<file path="src/lbh_pkg.sv">
// ----------------------------------------------------------------------------
// Log-binned histogram package
// Shared constants, word types, job types and state codes of the histogram.
// ----------------------------------------------------------------------------
package lbh_pkg;

    localparam int GENES    = 1024;
    localparam int BINS     = 18;
    localparam int GENE_W   = 10;
    localparam int BIN_W    = 5;
    localparam int COUNT_W  = 32;
    localparam int SAMPLE_W = 64;
    localparam int EXP_W    = 11;
    localparam int MANT_W   = 52;
    localparam int EXP_BIAS = 1023;
    localparam int DEPTH    = GENES * BINS;
    localparam int ADDR_W   = $clog2(DEPTH);
    localparam int QDEPTH   = 4;
    localparam int QPTR_W   = $clog2(QDEPTH);

    localparam logic MODE_ACCUM = 1'b0;
    localparam logic MODE_READ  = 1'b1;

    typedef struct packed {
        logic                mode;
        logic [GENE_W-1:0]   gene;
        logic [SAMPLE_W-1:0] sample_bits;
        logic [BIN_W-1:0]    read_bin;
    } t_in_word;

    typedef struct packed {
        logic [COUNT_W-1:0] count;
        logic [BIN_W-1:0]   bin;
        logic               skipped;
    } t_out_word;

    typedef enum logic [1:0] {
        JOB_UPDATE,
        JOB_READ,
        JOB_ECHO
    } t_job_kind;

    typedef struct packed {
        t_job_kind         kind;
        logic [ADDR_W-1:0] addr;
        logic [BIN_W-1:0]  bin;
        logic              skipped;
    } t_job;

    typedef enum logic [1:0] {
        ST_CLEAR,
        ST_IDLE,
        ST_WAIT
    } t_back_state;

endpackage

</file>
<file path="src/lbh_queue.sv">
// ----------------------------------------------------------------------------
// Histogram job queue
// Short first-in first-out queue that decouples the front and back ends.
// ----------------------------------------------------------------------------
module lbh_queue
    import lbh_pkg::*;
(
    input  logic i_clk,
    input  logic i_rst_n,
    input  logic i_push,
    input  t_job i_job,
    input  logic i_pop,
    output logic o_full,
    output logic o_empty,
    output t_job o_head
);

    t_job              r_mem [QDEPTH];
    logic [QPTR_W-1:0] r_wptr;
    logic [QPTR_W-1:0] r_rptr;
    logic [QPTR_W:0]   r_cnt;

    always_ff @(posedge i_clk) begin
        if (!i_rst_n) begin
            r_wptr <= '0;
            r_rptr <= '0;
            r_cnt  <= '0;
        end else begin
            if (i_push) begin
                r_wptr <= r_wptr + 1'b1;
            end
            if (i_pop) begin
                r_rptr <= r_rptr + 1'b1;
            end
            if (i_push && !i_pop) begin
                r_cnt <= r_cnt + 1'b1;
            end else if (i_pop && !i_push) begin
                r_cnt <= r_cnt - 1'b1;
            end
        end
    end

    always_ff @(posedge i_clk) begin
        if (i_push) begin
            r_mem[r_wptr] <= i_job;
        end
    end

    assign o_full  = (r_cnt == (QPTR_W + 1)'(QDEPTH));
    assign o_empty = (r_cnt == '0);
    assign o_head  = r_mem[r_rptr];

endmodule

</file>
<file path="config.mk">
export PLATFORM = sky130hd
export DESIGN_NAME = lbh_queue
export DESIGN_NICKNAME = d
export VERILOG_FILES = /design/src/lbh_pkg.sv /design/src/lbh_queue.sv
export SDC_FILE = /design/constraint.sdc
export NUM_CORES = 1
export LEC_CHECK = 0
export ABC_AREA = 0
export BUFFER_PORTS_ARGS = -buffer_cell sky130_fd_sc_hd__buf_2
export CAP_MARGIN = 20
export CORE_UTILIZATION = 51
export CTS_CLUSTER_SIZE = 28
export DETAILED_ROUTE_END_ITERATION = 10
export PLACE_DENSITY = 0.86
export SLEW_MARGIN = 20
export SYNTH_ARGS = -nofsm -noshare
export SYNTH_HDL_FRONTEND = slang
export SYNTH_SLANG_ARGS = --single-unit
</file>
<file path="constraint.sdc">
create_clock -name i_clk -period 1.5 [get_ports i_clk]
set_input_delay 0.15 -clock i_clk [delete_from_list [all_inputs] [get_ports i_clk]]
set_output_delay 0.15 -clock i_clk [all_outputs]
set_load 0.05 [all_outputs]
</file>
Word level (Yosys, flattened, before mapping)
Memory sizes are Yosys's and may differ from the RTL's. A register that Yosys moved wholly into a read port is not among the register bits. Index checks and enable logic that the tools add are counted.

Add/sub/neg operators: 4. Equal/unequal tests: 1. Muxes and demuxes: 6. Reductions and logical operators: 6.

Operator list (count): 3-bit two-way mux (2); 2-bit by 1-bit adder with 2-bit output (second input constant) (2); 2-bit two-way mux (2); 3-bit by 1-bit adder with 3-bit output (second input constant) (1); 3-bit == test (second input constant) (1); 3-bit logical NOT (1); 3-bit by 1-bit subtractor with 3-bit output (second input constant) (1); 1-bit logical AND (2); 1-bit logical NOT (2); 1-bit two-way mux (2); 2-bit nonzero test (1).

Register bits after elaboration: 7. Bits in writable memories: 92. Input bits: 27. Output and inout port bits: 25. Logic and storage cells: 21. Memories kept: 1.

Memory list: r_mem (depth 4, bits a word 23, rd ports 1, clocked after memory_dff 1, write ports 1, line lbh_queue.sv:18) `t_job r_mem [QDEPTH];`.

Longest topological paths before layout
Depth in word-level cells: 4. Mapped depth: 7. Depth with buffers taken out: 7.

Worst setup path after synthesis
OpenSTA, ideal clock, no wires.

Kind: register to output. Start point: register r_cnt[1]. End point: output o_full. Arrival: 1.502 ns. Required time: 1.350 ns. Path slack: -0.152 ns. Stages on the path, launching flop included: 2. Path buffers: 0. Path through: dfxtp_1 nor3b_1.

Cells in the longest elaborated chain, start to end: 1.

Ends and longest elaborated chain: start: declaration (line lbh_queue.sv:21) `logic [QPTR_W:0] r_cnt;`; start signal: assignment (line lbh_queue.sv:36) `r_cnt <= r_cnt + 1'b1;`; start signal: assignment (line lbh_queue.sv:38) `r_cnt <= r_cnt - 1'b1;`; 3-bit == test (line lbh_queue.sv:49) `assign o_full = (r_cnt == (QPTR_W + 1)'(QDEPTH));`; end: declaration (line lbh_queue.sv:13) `output logic o_full,`.

Every way passes these cells.

==> impl_metrics.json <==
{
  "yosysWarningCount": 0,
  "violations": "setup timing",
  "rr_endpoint": "r_cnt[2]$_SDFFE_PN0P_",
  "peakVddDrop_mv": 0.821,
  "die-area_um2": 7800,
  "min_delay_path_depth": 1,
  "p_leak_nw": 1.67,
  "synth-seq-cells": 101,
  "synthSimpleGateAreaFrac": 0.0240,
  "hold_path_class": "in -> reg",
  "routed_wl_um": 6320,
  "synth.avg_cell_area_um2": 23.3,
  "rrSetupSlack_ns": 0.13,
  "synth_mux_area_frac": 0.145,
  "critical-path-max-stage-delay_ns": 0.51,
  "start_kind": "flip-flop",
  "die_w_um": 88.3,
  "cts_tree": "yes",
  "fp-row-count": 31,
  "tightestPinTransition_ns": 0.355,
  "htreeDepth": 3,
  "fin_util": 0.662,
  "hpwl_um": 3750,
  "hold_viol": 0,
  "outcome": "finished with violations",
  "max_freq_mhz": 558,
  "rr_startpoint": "r_cnt[0]$_SDFFE_PN0P_",
  "clock-sinks": 101,
  "worstSetupEndpointType": "output pin",
  "fin_crit_sh": 1.20,
  "synthArstFlopShare": 0,
  "overflow": 0,
  "first_pass_iters": 4,
  "io_pins": 52,
  "drv_cap": 0,
  "final_net_count": 281,
  "synth_xor_area_frac": 0.0115,
  "min_to": "r_mem[3][20]$_DFFE_PP_",
  "crit_fanout": 6,
  "path_buf_inv": 2,
  "synth_top_cell_area_share": 0.727,
  "synth_area_leaders": "edfxtp_1 (73%), mux4_2 (12%), dfxtp_1 (4.7%), mux4_1 (2.1%), ha_1 (1.6%)",
  "rsz0062_at_grt": "yes",
  "synthAdderAreaFrac": 0.0217,
  "grt_pass1_vias": 1843,
  "clk-insertion-delay-late_ns": 0.36,
  "drive_gt1_frac": 0.431,
  "synthCells": 163,
  "report.final.slew_viol_count": 0,
  "grt_max_degree": 24,
  "pre_cts_ws_ns": -0.0994,
  "routedWlPerCell_um": 17.9,
  "netlist_area_um2": 3800,
  "yosys-top-cells-count": "edfxtp_1 (92), mux4_2 (20), and2_1 (9), dfxtp_1 (9), ha_1 (5)",
  "period_minus_slack_ns": 1.79,
  "intPower_w": 0.00435,
  "synth_compound_area_frac": 0.00329,
  "synth_area_leader_cell": "edfxtp_1",
  "cts_root_buf": "clkbuf_8",
  "clock-skew-final_ns": 0.00905,
  "routed_via_density": 5.18,
  "fp.coreArea_um2": 7210,
  "combPwrFrac": 0.202,
  "drt-initial-drc-count": 143,
  "syn_nets": 196,
  "clockBufferDepth": 2,
  "crit_arrival_ns": 1.64,
  "port_buffers": 51,
  "timing.slew.headroom": 0.763,
  "cellPowerDensity_nw_per_um2": 1260,
  "synth_top_family_by_area": "multiplexers",
  "ys_types": 21,
  "antenna_found_initial": 0,
  "post-cts-setup-buffers": 0,
  "synth_edf_count": 92,
  "path_cells": "clkbuf_16 > mux4_2 > buf_6",
  "p_clk_frac": 0.254,
  "crit_required_ns": 1.35,
  "grt_use_total": 0.174,
  "fin_tns_setup_ns": -6.27,
  "vias": 1823,
  "place.gp.congestion": 0.667,
  "ys_seq_area_frac": 0.775,
  "die_height_um": 88.3,
  "cts-buffers-inserted": 9,
  "synthFlopType": "edfxtp_1",
  "worst_path_max_delay_cell": "mux4_2",
  "seqPwrFrac": 0.544,
  "switching_share": 0.277,
  "setup_slack_ns": -0.293,
  "path_class": "reg -> out",
  "cp_top_family": "multiplexers",
  "clkSlewWorstSetupHoldPaths_ns": 0.09,
  "antenna_left": 0,
  "nFillCells": 499,
  "power.switching_w": 0.00167,
  "r2r_cells": 4,
  "yosysMostFrequentCell": "edfxtp_1",
  "hold_start": "i_job[20]",
  "initial_utilization": 0.527,
  "diodes": 0,
  "setup-violations-final": 23,
  "grt_pass1_wl_um": 9410,
  "area_growth_pct": 25.7,
  "drc": 0
}
==> area by class of cell <==
class                      instances  area, um2  area share
timing repair buffer              79        728       0.152
clock inverter                     6       47.5     0.00996
clock buffer                      10        128      0.0267
tap                               99        124      0.0259
inverter                           4       15.0     0.00314
sequential                       101       2950       0.617
multi-input combinational         53        786       0.165
==> registers in the layout, summed over array words and instances, names as in the netlist, named ones only <==
register  cells
r_mem        92
r_cnt         3
r_rptr        2
r_wptr        2
==> per-layer routing <==
metal | vias up | GRT usage | routed length (um)
met1 | 931 | 0.224 | 2700
met3 | 13 | 0.0429 | 238
met2 | 48 | 0.280 | 3230
li1 | 831 | - | -
met5 | - | 0 | 0
met4 | 0 | 0.0865 | 155
==> placed cells by master, fill, tap and decap left out, types with 2 or more instances in the layout <==
cell           instances
mux4_2                23
buf_4                  7
xor2_1                 3
buf_6                 24
buf_2                 28
dlygate4sd3_1         14
ha_1                   5
nor2b_1                2
and2_4                 2
buf_12                 5
xnor2_1                2
clkinvlp_4             2
edfxtp_1              92
and2_1                 7
clkbuf_8               9
dfxtp_1                7
inv_1                  4
mux2i_1                2
==> worst reg2reg max path, cell delays in order (launching register included) <==
cell      delay (ns)
dfxtp_2         0.34
fa_2            0.38
xor2_1          0.17
or3_1           0.30
a21boi_1        0.11
==> timing repair <==
action,CTS,global route
endpoints found under the setup margin,30,47
pin swaps,0,1
gates resized for setup,51,5
endpoints found under the hold margin,36,7
hold buffers,11,3
gates cloned,0,1
==> power groups by stage <==
stage	clock network [W]	registers, W	logic [W]
finish	0.00153	0.00328	0.00122
CTS	0.00156	0.00327	0.00120
global placement	0	0.00333	0.00102
detailed placement	0	0.00334	0.00103
floorplan	0	0.00333	0.000759
global route	0.00167	0.00329	0.00128
==> cell families after synthesis <==
group                      count (synthesis)
and+or+nand+nor                           15
muxes                                     25
DFF                                      101
buffers and inverters                      9
xor gates and xnor gates                   5
adders and majority gates                  6
AOI/OAI and AO/OA                          2
==> worst max-delay path by stage <==
stage | to | slack, ns | cells after the start
2_1_floorplan | r_mem[1][0]$_DFFE_PP_ | 0.008 | 2
3_3_place_gp | r_cnt[2]$_SDFFE_PN0P_ | -0.04 | 8
3_5_place_dp | r_cnt[2]$_SDFFE_PN0P_ | -0.1 | 8
4_1_cts | o_head[5] | -0.30 | 3
5_1_grt | o_head[22] | -0.35 | 3
6_report | o_head[15] | -0.29 | 3
==> metrics by stage <==
step,cell area [um2],total power (W),hold slack (ns),std cells
final,4780,0.00603,0.0175,352
after global routing,4780,0.00624,0.00161,352
after CTS,4710,0.00604,0.000475,348
after detailed placement,4290,0.00437,0.366,321
after global placement,4290,0.00434,0.362,321
after floorplan,3810,0.00409,0.249,163
No activity file was read; power rests on OpenSTA's default activity.
