$ cat config.mk
export PLATFORM = sky130hd
export DESIGN_NAME = lbh_front
export DESIGN_NICKNAME = d
export VERILOG_FILES = /design/src/lbh_pkg.sv /design/src/lbh_front.sv
export SDC_FILE = /design/constraint.sdc
export NUM_CORES = 1
export LEC_CHECK = 0
export BUFFER_PORTS_ARGS = -buffer_cell sky130_fd_sc_hd__buf_4
export CORE_ASPECT_RATIO = 0.9
export CORE_MARGIN = 3
export CORE_UTILIZATION = 30
export DETAILED_ROUTE_END_ITERATION = 16
export PLACE_DENSITY = 0.76
export SLEW_MARGIN = 10
export SYNTH_ARGS = -nofsm -noshare
export SYNTH_HDL_FRONTEND = slang
export SYNTH_SLANG_ARGS = --single-unit
export TNS_END_PERCENT = 1
$ cat constraint.sdc
create_clock -name vclk -period 13.8
set_clock_uncertainty 0.05 [all_clocks]
set_input_delay 1.38 -clock vclk [all_inputs]
set_output_delay 1.38 -clock vclk [all_outputs]
set_load 0.01 [all_outputs]
$ cat src/lbh_pkg.sv
// ----------------------------------------------------------------------------
// Log-binned histogram package
// Shared constants, word types, job types and state codes of the histogram.
// ----------------------------------------------------------------------------
package lbh_pkg;

    localparam int GENES    = 1024;
    localparam int BINS     = 18;
    localparam int GENE_W   = 10;
    localparam int BIN_W    = 5;
    localparam int COUNT_W  = 32;
    localparam int SAMPLE_W = 64;
    localparam int EXP_W    = 11;
    localparam int MANT_W   = 52;
    localparam int EXP_BIAS = 1023;
    localparam int DEPTH    = GENES * BINS;
    localparam int ADDR_W   = $clog2(DEPTH);
    localparam int QDEPTH   = 4;
    localparam int QPTR_W   = $clog2(QDEPTH);

    localparam logic MODE_ACCUM = 1'b0;
    localparam logic MODE_READ  = 1'b1;

    typedef struct packed {
        logic                mode;
        logic [GENE_W-1:0]   gene;
        logic [SAMPLE_W-1:0] sample_bits;
        logic [BIN_W-1:0]    read_bin;
    } t_in_word;

    typedef struct packed {
        logic [COUNT_W-1:0] count;
        logic [BIN_W-1:0]   bin;
        logic               skipped;
    } t_out_word;

    typedef enum logic [1:0] {
        JOB_UPDATE,
        JOB_READ,
        JOB_ECHO
    } t_job_kind;

    typedef struct packed {
        t_job_kind         kind;
        logic [ADDR_W-1:0] addr;
        logic [BIN_W-1:0]  bin;
        logic              skipped;
    } t_job;

    typedef enum logic [1:0] {
        ST_CLEAR,
        ST_IDLE,
        ST_WAIT
    } t_back_state;

endpackage

$ cat src/lbh_front.sv
// ----------------------------------------------------------------------------
// Histogram front end
// Accepts input words, finds the bin of a sample from its exponent and
// mantissa bits, and turns each word into a job for the back end.
// ----------------------------------------------------------------------------
module lbh_front
    import lbh_pkg::*;
(
    input  logic     i_in_valid,
    input  t_in_word i_in_word,
    input  logic     i_full,
    input  logic     i_clearing,
    output logic     o_in_stall,
    output logic     o_push,
    output t_job     o_job
);

    localparam int K_W = EXP_W + 2;
    localparam logic signed [K_W-1:0] K_OFF = K_W'(EXP_BIAS - 2);
    localparam logic signed [K_W-1:0] K_MAX = K_W'(BINS - 1);

    logic                    w_sign;
    logic [EXP_W-1:0]        w_exp;
    logic                    w_mant_nz;
    logic signed [K_W-1:0]   w_k;
    logic [BIN_W-1:0]        w_bin;
    logic                    w_gene_ok;
    logic [BIN_W-1:0]        w_sel_bin;
    logic [ADDR_W-1:0]       w_addr;

    assign w_sign    = i_in_word.sample_bits[SAMPLE_W-1];
    assign w_exp     = i_in_word.sample_bits[MANT_W +: EXP_W];
    assign w_mant_nz = |i_in_word.sample_bits[MANT_W-1:0];
    assign w_k       = signed'({2'b00, w_exp}) + signed'({{(K_W-1){1'b0}}, w_mant_nz})
                       - K_OFF;

    always_comb begin
        if (w_sign || (w_exp == '0) || w_k[K_W-1]) begin
            w_bin = '0;
        end else if (w_k > K_MAX) begin
            w_bin = BIN_W'(BINS - 1);
        end else begin
            w_bin = w_k[BIN_W-1:0];
        end
    end

    assign w_gene_ok = 32'(i_in_word.gene) < 32'(GENES);
    assign w_sel_bin = (i_in_word.mode == MODE_READ) ? i_in_word.read_bin : w_bin;
    assign w_addr    = ADDR_W'(i_in_word.gene) * ADDR_W'(BINS) + ADDR_W'(w_sel_bin);

    always_comb begin
        o_job.addr    = w_addr;
        o_job.bin     = w_sel_bin;
        o_job.skipped = 1'b0;
        o_job.kind    = JOB_ECHO;
        if (i_in_word.mode == MODE_READ) begin
            if (w_gene_ok && (32'(i_in_word.read_bin) < 32'(BINS))) begin
                o_job.kind = JOB_READ;
            end
        end else if (w_exp == {EXP_W{1'b1}}) begin
            o_job.bin     = '0;
            o_job.skipped = 1'b1;
        end else if (w_gene_ok) begin
            o_job.kind = JOB_UPDATE;
        end
    end

    assign o_in_stall = i_full || i_clearing;
    assign o_push     = i_in_valid && !o_in_stall;

endmodule

* Yosys cells after proc, flatten, opt, wreduce, memory -nomap -nowiden *
Cells that the tools add are included.

storage, ports and cells
  bits in registers = 0
  output and inout port bits = 25
  input bits = 83

cells by class
  reductions and logical operators = 7
  $lt $le $gt $ge = 2
  mux-type cells = 8
  multiply operators = 1
  add/subtract/negate cells = 3
  equality and inequality tests = 1

operators with widths
  operator                  number
  $reduce_or A52 Y1         1
  $add A15 B5 Y15           1
  $mux W5                   3
  $mul A10 B4 Y14 const B   1
  $gt A13 B6 Y1 const B     1
  $sub A12 B10 Y13 const B  1
  $add A11 B1 Y12           1
  $mux W6                   2
  $eq A11 B11 Y1 const B    1
  $logic_not A11 Y1         1
  $mux W2                   3
  $lt A5 B5 Y1 const B      1
  $logic_or A1 B1 Y1        3
  $logic_and A1 B1 Y1       1
  $logic_not A1 Y1          1

* Longest topological paths before layout *
Gate-level depths: netlist of run 1.

  depth in word-level cells = 9
  gate-level depth with buffers = 19
  mapped depth without buffers = 19

* Worst setup path before layout of run 1 *
OpenSTA, ideal clock, no wires.

  path kind = input-to-output
  start = in i_in_word[12] (netlist bit)
  end = out o_job[19] (netlist bit)
  data arrival time = 4.978 ns
  path slack = 7.392 ns
  buffers on the path = 0
  stages = 18
  cells stage by stage = nor4_1 -> nand4_1 -> nor4_1 -> ha_1 -> ha_1 -> and4_2 -> a21oi_1 -> a2bb2oi_1 -> or4_4 -> o21ai_1 -> ha_1 -> fa_1 -> a21o_1 -> a21oi_1 -> nor4_2 -> nand3_1 -> nor3_1 -> xnor2_1

RTL lines
  what                RTL line         text
  start: declaration  lbh_front.sv:10  input t_in_word i_in_word,
  end: declaration    lbh_front.sv:15  output t_job o_job

==> qor.csv, run 1 <==
stage,metric,value,unit
run_status,status,completed,
synthesis,synth_area,1360,sq um
grt,antenna_found_initial,0,
cells_and_area,seq_cells,0,
timing,hold_violations,0,
timing,max_freq,142,MHz
critical_path,cp_max_fo,7,
synthesis,synth_xor_area_frac,0.109,
placed_design,place_area,2240,sq um
min_path,hp-start,i_full,
pwr,leakage,1.04,nW
die,die_area,5380,sq um
die,initial_core_util,0.323,
synthesis,synthMuxAreaShare,0.00735,
cells_and_area,final_cell_area,2240,sq um
cells_and_area,finish.utilization,0.531,
critical_path,startpoint_type,input port,
synthesis,synth-simple-area-share,0.385,
placed_design,gp_congestion,0.913,
routing,num_vias,1889,
synthesis,synth_compound_area_frac,0.246,
placed_design,dpl.hpwl,4260,microns
critical_path,path_delay_family,simple AND/OR/NAND/NOR gates,
critical_path,end_kind,primary output,
timing,rsz0062_at_grt,no,
synthesis,synth.distinct_cells,56,
critical_path,criticalPathCategory,input port to primary output,
routing,wire_per_inst,13.2,microns
synthesis,avgSynthCellArea,7.28,sq um
pwr,irDropWorstVdd,0.0188,mV
clocking,post_cts_buffers,0,
cells_and_area,clock_buffers,0,
grt,overflow,0,
routing,drtPass1Iterations,4,
pwr,power-per-cell-area,42.0,nW/um^2
critical_path,crit_path_top_delay_cell,or4_4,
critical_path,cp_cell_sequence,buf_4 > nor4_1 > nand4_1 > nor4_1 > ha_1 > ha_1 > and4_2 > a21oi_1 > a2bb2oi_1 > or4_4 > o21ai_1 > ha_1 > a21o_1 > a21oi_1 > o21bai_1 > nand4_1 > a2111oi_0 > a31o_2 > buf_4,
timing,fin_tns_setup,0,ps
routing,post-route-drc-count,0,
critical_path,slowest_delay,540,ps
cells_and_area,fillers,410,
pwr,p_total,0.0940,mW
timing,fin_crit_sh,0.512,
synthesis,syn_inst,187,
critical_path,worstSetupStartpoint,i_in_word[11],
cells_and_area,area_delta_synth_final,64.2,%
job,drv_cap,0,
critical_path,crit_buf_inv,2,
timing,tightest_slew,631,ps
synthesis,synth_top_family_by_area,simple AND/OR/NAND/NOR gates,
grt,grt_pass1_vias,1815,
min_path,hold_end,o_in_stall,
cells_and_area,layout-drive-gt1-share,0.425,
die,dieHeight,69.9,microns
cells_and_area,n_antenna_cell,0,
timing,hold_ws,2990,ps
cells_and_area,seq_area,0,sq um
routing,final_antenna_net_count,0,
timing,relSlewSlack,0.573,
synthesis,ys_warn_count,0,
die,core-area,4210,sq um
die,num_rows,22,
synthesis,yosysSeqAreaShare,0,
routing,finalWirelength,4660,microns
critical_path,cpMostUsedCell,ha_1,
clocking,cts_resized,0,
routing,vias_per_cell,5.34,
placed_design,port_buffers,108,
grt,grt_usage,0.162,
timing,slew_viol_final,0,
grt,grt_pass1_wl,7640,microns
timing,period_minus_slack,7060,ps
synthesis,syn_nets,292,
clocking,cts-hold-fix-buffers,0,
cells_and_area,nNetsFinal,401,
min_path,holdPathStages,3,
critical_path,cp_data_arrival_time,5630,ps
die,die_w,77.0,microns
routing,drt_iter0_drc,120,
synthesis,synthAdderAreaFrac,0.213,
timing,finalSetupViolCount,0,
die,io-pin-count,108,
critical_path,required,12370,ps
min_path,worstHoldPathType,input port to primary output,
grt,grt_max_degree,10,
[through the flow]
stage	cells	worst slack (ps)
2_1_floorplan	187	7390
3_3_place_gp	354	6820
3_5_place_dp	354	6710
4_1_cts	354	6700
5_1_grt	354	6280
6_report	354	6740
[cell usage after synthesis, drive strengths merged (2+ instances only)]
cell type,count,share of area
fa,2,0.029
nor3,7,0.034
nor2,10,0.028
nor2b,5,0.023
nor4,18,0.087
o21ai,14,0.054
nand2b,3,0.014
o22ai,2,0.0092
xnor2,10,0.064
nand4,5,0.034
and2,2,0.010
inv,11,0.030
and4,2,0.014
ha,20,0.18
xor2,7,0.045
o211ai,2,0.011
or2,4,0.018
a211oi,2,0.011
a21oi,9,0.036
a21o,2,0.011
a31oi,3,0.014
a21boi,2,0.011
a31o,3,0.019
nand2,14,0.040
nand3,5,0.018
or3,2,0.013
o21a,2,0.011
a2111oi,2,0.013
[final cells by class]
| class | count | area [sq um] | area share |
|---|---|---|---|
| inverter | 11 | 41.3 | 0.0185 |
| multi-input combinational | 175 | 1310 | 0.585 |
| tap | 60 | 75.1 | 0.0336 |
| timing repair buffer | 108 | 811 | 0.363 |
[kinds of logic after synthesis]
kind of cell               Yosys count
AOI/OAI and AO/OA                   50
xor gates and xnor gates            17
adders and majority gates           22
buffers and inverters               12
muxes                                1
and+or+nand+nor                     85
[worst max-delay path by stage]
| stage | depth (start not counted) | slack (ps) | endpoint |
|---|---|---|---|
| global placement | 20 | 6820 | o_job[19] |
| floorplan | 18 | 7390 | o_job[19] |
| finish | 19 | 6740 | o_job[20] |
| detailed placement | 19 | 6710 | o_job[20] |
| global route | 19 | 6280 | o_job[20] |
| CTS | 19 | 6700 | o_job[20] |
[layer usage]
layer	up-vias	global-route usage	routed length (microns)
met1	847	0.205	1910
met5	-	0	0
met3	6	0.0193	403
met4	0	0.00593	35
li1	941	-	-
met2	95	0.309	2320
[layout by cell type, fill, tap and decap left out, types with 2 or more instances in the layout]
master	count
nor2_1	10
nor3_1	6
xor2_1	7
nor2b_1	5
nand2b_1	3
ha_1	20
fa_1	2
xnor2_1	10
inv_1	11
a31oi_1	3
o21ai_0	7
o22ai_1	2
o21a_1	2
nand3_1	5
nand2_1	13
o211ai_1	2
or2_2	3
a211oi_1	2
a21oi_1	8
buf_4	108
a2111oi_0	2
a21boi_0	2
o21ai_1	6
a21o_1	2
a31o_2	3
nor4_1	17
nand4_1	4
[power breakdown]
part,total (mW),internal [mW],switching (mW)
Sequential,0,0,0
Clock,0,0,0
Combinational,0.0940,0.0492,0.0447
Note: power is estimated with default switching activity, not from simulation.
==> run 2: changes to the inputs <==
Settings changed: ABC_AREA from default to 1, PLACE_DENSITY 0.76 to 0.79.
Clock period 13.8 ns to 5.96 ns, I/O delays scaled along.
==> qor.csv, run 2 <==
stage,metric,value,unit,change
min_path,hp-start,i_full,,
cells_and_area,nNetsFinal,439,,+9.5%
synthesis,syn_inst,224,,+20%
die,initial_core_util,0.315,,-0.00808
cells_and_area,area_delta_synth_final,66.9,%,
min_path,hold_end,o_in_stall,,
pwr,clock_power_share,0,,unchanged
cells_and_area,fillers,430,,+4.9%
timing,slew_viol_final,0,,unchanged
synthesis,synth.distinct_cells,27,,-52%
pwr,p_total,0.207,mW,+120%
timing,hold_violations,0,,unchanged
min_path,holdPathStages,3,,unchanged
timing,period_minus_slack,5100,ps,
die,die_w,75.4,microns,-2.1%
timing,finalSetupViolCount,0,,unchanged
pwr,power-per-cell-area,95.1,nW/um^2,+130%
placed_design,dpl.hpwl,4100,microns,-3.6%
synthesis,yosysMostFrequentCell,nand2_1,,
cells_and_area,seq_cells,0,,unchanged
critical_path,required,5310,ps,-7060 ps
synthesis,synth_common_cells,"nand2_1 (58), inv_1 (36), ha_1 (20), nor2_1 (18), nand3_1 (17)",,
synthesis,synth.area.top_cells,"ha_1 (19%), nand2_1 (17%), inv_1 (10%)",,
synthesis,avgSynthCellArea,5.81,sq um,-20%
critical_path,cp_data_arrival_time,4450,ps,-1180 ps
timing,fin_tns_setup,0,ps,unchanged
timing,tightest_slew,418,ps,-212 ps
cells_and_area,clock_buffers,0,,unchanged
pwr,p_seq_frac,0,,unchanged
routing,drt_iter0_drc,68,,-43%
die,dieHeight,68.5,microns,-2.0%
pwr,p_int,0.107,mW,+120%
grt,grt_usage,0.165,,+0.00279
routing,vias_per_cell,4.77,,-11%
routing,final_antenna_net_count,0,,unchanged
cells_and_area,stdcell_count,380,,+7.3%
synthesis,yosysTopAreaCellShare,0.192,,+0.00848
grt,grt_pass1_vias,1684,,-7.2%
run_status,status,completed,,
critical_path,worstSetupStartpoint,i_in_word[51],,
timing,rsz0062_at_grt,no,,
routing,drtPass1Iterations,4,,unchanged
critical_path,end_kind,primary output,,
job,drv_cap,0,,unchanged
grt,grt_max_degree,8,,-2
timing,fin_crit_sh,0.855,,
die,num_rows,22,,unchanged
critical_path,criticalPathCategory,input port to primary output,,
cells_and_area,multi_input_area,1170,sq um,-11%
cells_and_area,final_common_cell,buf_4,,
cells_and_area,seq_area,0,sq um,unchanged
synthesis,yosysSeqAreaShare,0,,unchanged
min_path,worstHoldPathType,input port to primary output,,
cells_and_area,n_antenna_cell,0,,unchanged
routing,finalWirelength,4300,microns,-7.8%
cells_and_area,final_cell_mix,"buf_4 (108), nand2_1 (58), inv_1 (36)",,
die,die_area,5160,sq um,-4.1%
grt,antenna_found_initial,0,,unchanged
routing,num_vias,1814,,-4.0%
pwr,irDropWorstVdd,0.0514,mV,+170%
placed_design,dp_cells,380,,+7.3%
timing,max_freq,196,MHz,
clocking,cts-hold-fix-buffers,0,,unchanged
critical_path,cp_max_fo,6,,-1
clocking,cts_resized,0,,unchanged
timing,hold_ws,1420,ps,-1570 ps
die,core-area,4130,sq um,-2.0%
synthesis,ys_warn_count,0,,unchanged
grt,grt_pass1_wl,6840,microns,-10%
routing,post-route-drc-count,0,,unchanged
grt,overflow,0,,unchanged
cells_and_area,finish.utilization,0.526,,-0.00484
die,io-pin-count,108,,unchanged
synthesis,syn_nets,329,,+13%
pwr,leakage,1.25,nW,+20%
pwr,switching_share,0.481,,+0.00508
pwr,p_sw,0.0994,mW,+120%
synthesis,synth_top_cell_by_area,ha_1,,
critical_path,startpoint_type,input port,,
placed_design,gp_congestion,0.873,,-4.4%
pwr,power_frac_comb,1.000,,about the same
timing,relSlewSlack,0.718,,+0.145
placed_design,port_buffers,108,,unchanged
routing,wire_per_inst,11.3,microns,-14%
cells_and_area,layout-drive-gt1-share,0.349,,-0.0758
synthesis,synth_area,1300,sq um,-4.4%
clocking,post_cts_buffers,0,,unchanged
-- run 2: cell types whose count changed after synthesis, moves of 4 or more --
| cell | before | now |
|---|---|---|
| o21ai_1 | 6 | 0 |
| nor2_1 | 10 | 18 |
| nor3_1 | 6 | 2 |
| inv_1 | 11 | 36 |
| nor2b_1 | 5 | 0 |
| nand2_1 | 13 | 58 |
| xnor2_1 | 10 | 6 |
| nand3_1 | 5 | 17 |
| xor2_1 | 7 | 12 |
-- run 2: cell families after synthesis --
group                      Yosys count  synth area share
AOI/OAI and AO/OA                   25             0.113
xor gates and xnor gates            18             0.121
adders and majority gates           22             0.223
buffers and inverters               36             0.104
and+or+nand+nor                    123             0.438
-- run 2: cell type report --
class | count | area share
Multi-Input combinational cell | 188 | 0.537
Tap cell | 48 | 0.0276
Inverter | 36 | 0.0622
Timing Repair Buffer | 108 | 0.373
-- run 2: critical path, stage by stage --
cell	delay (ps)
buf_4	110
nor4_1	390
nand3_1	120
nor4_1	330
ha_1	230
ha_1	240
nor2_4	80
nand2_1	70
xor2_1	150
nand2_1	60
nor2_1	90
nand2_1	80
nand2_2	90
nand3_1	90
o21ai_0	90
ha_1	220
fa_1	220
nand3_1	80
nand2_1	100
nand2_1	80
nor3_1	200
nand2_1	140
nor3_2	250
nand3_1	100
nand2_1	70
nand2_1	40
buf_4	130
-- run 2: worst max path at each step --
stage | to | slack (ps) | cells after the start
floorplan | o_job[17] | 1610 | 23
global placement | o_job[19] | 990 | 27
detailed placement | o_job[19] | 840 | 27
finish | o_job[19] | 860 | 27
global route | o_job[19] | 370 | 27
CTS | o_job[19] | 830 | 27
-- run 2: layer usage --
metal | share of wire | vias up | track usage
li1 | - | 961 | -
met5 | 0 | - | 0
met2 | 0.54 | 74 | 0.334
met3 | 0.077 | 2 | 0.0162
met1 | 0.38 | 777 | 0.190
met4 | 0.0063 | 0 | 0.0131
-- run 2: metrics by stage --
stage               instance area (sq um)  setup WS [ps]
finish                               2170            863
global route                         2170            369
CTS                                  2170            829
detailed placement                   2170            839
global placement                     2170            988
floorplan                            1300           1610
-- run 2: power groups by stage --
stage	logic, mW	clock network, mW	registers [mW]
global placement	0.206	0	0
finish	0.207	0	0
floorplan	0.106	0	0
CTS	0.209	0	0
detailed placement	0.208	0	0
global route	0.232	0	0
==> run 3: changes to the inputs <==
Settings changed: ABC_AREA 1 to default, PLACE_DENSITY 0.79 to 0.78.
==> qor.csv, run 3 (synthesis gave the netlist of run 1 again) <==
stage,metric,value,unit,change
grt,grt_max_degree,10,,+2
grt,grt_pass1_vias,1734,,+3.0%
die,initial_core_util,0.323,,+0.00808
cells_and_area,layout-drive-gt1-share,0.432,,+0.0826
critical_path,criticalPathCategory,input port to primary output,,
pwr,leakage,1.04,nW,-17%
routing,wire_per_inst,12.9,microns,+14%
die,num_rows,22,,unchanged
routing,vias_per_cell,5.13,,+7.5%
routing,post-route-drc-count,0,,unchanged
pwr,power-per-cell-area,96.1,nW/um^2,+1.0%
die,dieHeight,69.9,microns,+2.1%
critical_path,end_kind,primary output,,
placed_design,place_area,2240,sq um,+2.9%
cells_and_area,final_common_cell,buf_4,,
routing,final_antenna_net_count,0,,unchanged
critical_path,required,5310,ps,about the same
cells_and_area,final_cell_mix,"buf_4 (108), ha_1 (19), nor4_1 (17)",,
grt,grt_pass1_wl,7390,microns,+8.1%
job,drv_cap,0,,unchanged
grt,grt_usage,0.158,,-0.00728
timing,fin_tns_setup,0,ps,unchanged
timing,relSlewSlack,0.590,,-0.128
die,die_area,5380,sq um,+4.2%
placed_design,port_buffers,108,,unchanged
pwr,irDropWorstVdd,0.0520,mV,+1.1%
routing,num_vias,1816,,+0.11%
grt,overflow,0,,unchanged
die,die_w,77.0,microns,+2.1%
cells_and_area,seq_cells,0,,unchanged
routing,finalWirelength,4570,microns,+6.3%
cells_and_area,area_delta_synth_final,64.6,%,
cells_and_area,clock_buffers,0,,unchanged
critical_path,cp_max_fo,7,,+1
routing,drt_iter0_drc,64,,-5.9%
placed_design,dpl.hpwl,4150,microns,+1.1%
timing,hold_violations,0,,unchanged
placed_design,gp_congestion,0.849,,-2.8%
critical_path,startpoint_type,input port,,
die,core-area,4210,sq um,+2.0%
timing,finalSetupViolCount,0,,unchanged
timing,fin_crit_sh,0.924,,+0.0687
min_path,worstHoldPathType,input port to primary output,,
cells_and_area,n_antenna_cell,0,,unchanged
timing,slew_viol_final,0,,unchanged
timing,tightest_slew,613,ps,+195 ps
timing,rsz0062_at_grt,no,,
pwr,p_total,0.215,mW,+4.2%
timing,period_minus_slack,5510,ps,+410 ps
cells_and_area,nNetsFinal,401,,-8.7%
critical_path,cp_data_arrival_time,4860,ps,+410 ps
timing,setup_slack,453,ps,-410 ps
cells_and_area,finish.utilization,0.532,,+0.00602
routing,drtPass1Iterations,4,,unchanged
run_status,status,completed,,
cells_and_area,seq_area,0,sq um,unchanged
grt,antenna_found_initial,0,,unchanged
die,io-pin-count,108,,unchanged
placed_design,place_ws,386,ps,-453 ps
timing,max_freq,182,MHz,-7.4%
cells_and_area,final_cell_area,2240,sq um,+3.2%
[run 3: changes by cell type in the layout (fill, tap and decap cells not counted), moves of 5 or more]
cell     before  now
nand3_1      17    5
o21ai_1       0    6
nor2_1       18   10
nand2_1      58   13
inv_1        36   11
xor2_1       12    7
[run 3: layer usage]
metal	part of all wire	up-vias	track usage
li1	-	942	-
met1	0.43	802	0.200
met2	0.50	72	0.307
met3	0.067	0	0.0129
met4	0	0	0
met5	0	-	0
[run 3: layout make-up]
type | count | area [sq um]
inverter | 11 | 41.3
multi-input combinational | 175 | 1310
timing repair buffer | 108 | 811
tap | 60 | 75.1
fill | 416 | 1970
[run 3: worst max-delay path, stage by stage]
cell and delay (ps):
buf_4 110, nor4_1 310, nand4_1 160, nor4_1 320, ha_1 260, ha_2 290, and4_2 240, a21oi_1 60
a2bb2oi_1 150, or4_4 540, o21ai_1 170, ha_1 210, fa_1 220, a21o_1 120, a21oi_1 130, nor4_2 240
nand3_1 180, nor3_1 260, xnor2_1 150, buf_4 140
[run 3: metrics by stage]
step	hold WS [ps]	instances
floorplan	1230	187
global placement	1420	354
detailed placement	1420	354
CTS	1420	354
global route	1430	354
finish	1420	354
[run 3: power breakdown]
group | total (mW) | switching [mW] | internal [mW]
combinational | 0.215 | 0.102 | 0.114
sequential | 0 | 0 | 0
clock | 0 | 0 | 0
[run 3: repair_timing]
action                                  in CTS  in global routing
gates resized for setup                      0                  2
endpoints found under the setup margin       0                  1
buffers inserted                             0                  0
hold buffers                                 0                  0
[run 3: path summary, 6_finish.rpt]
path / from / to / cells after the start
min: i_full / o_in_stall / 3
max: i_in_word[32] / o_job[19] / 20
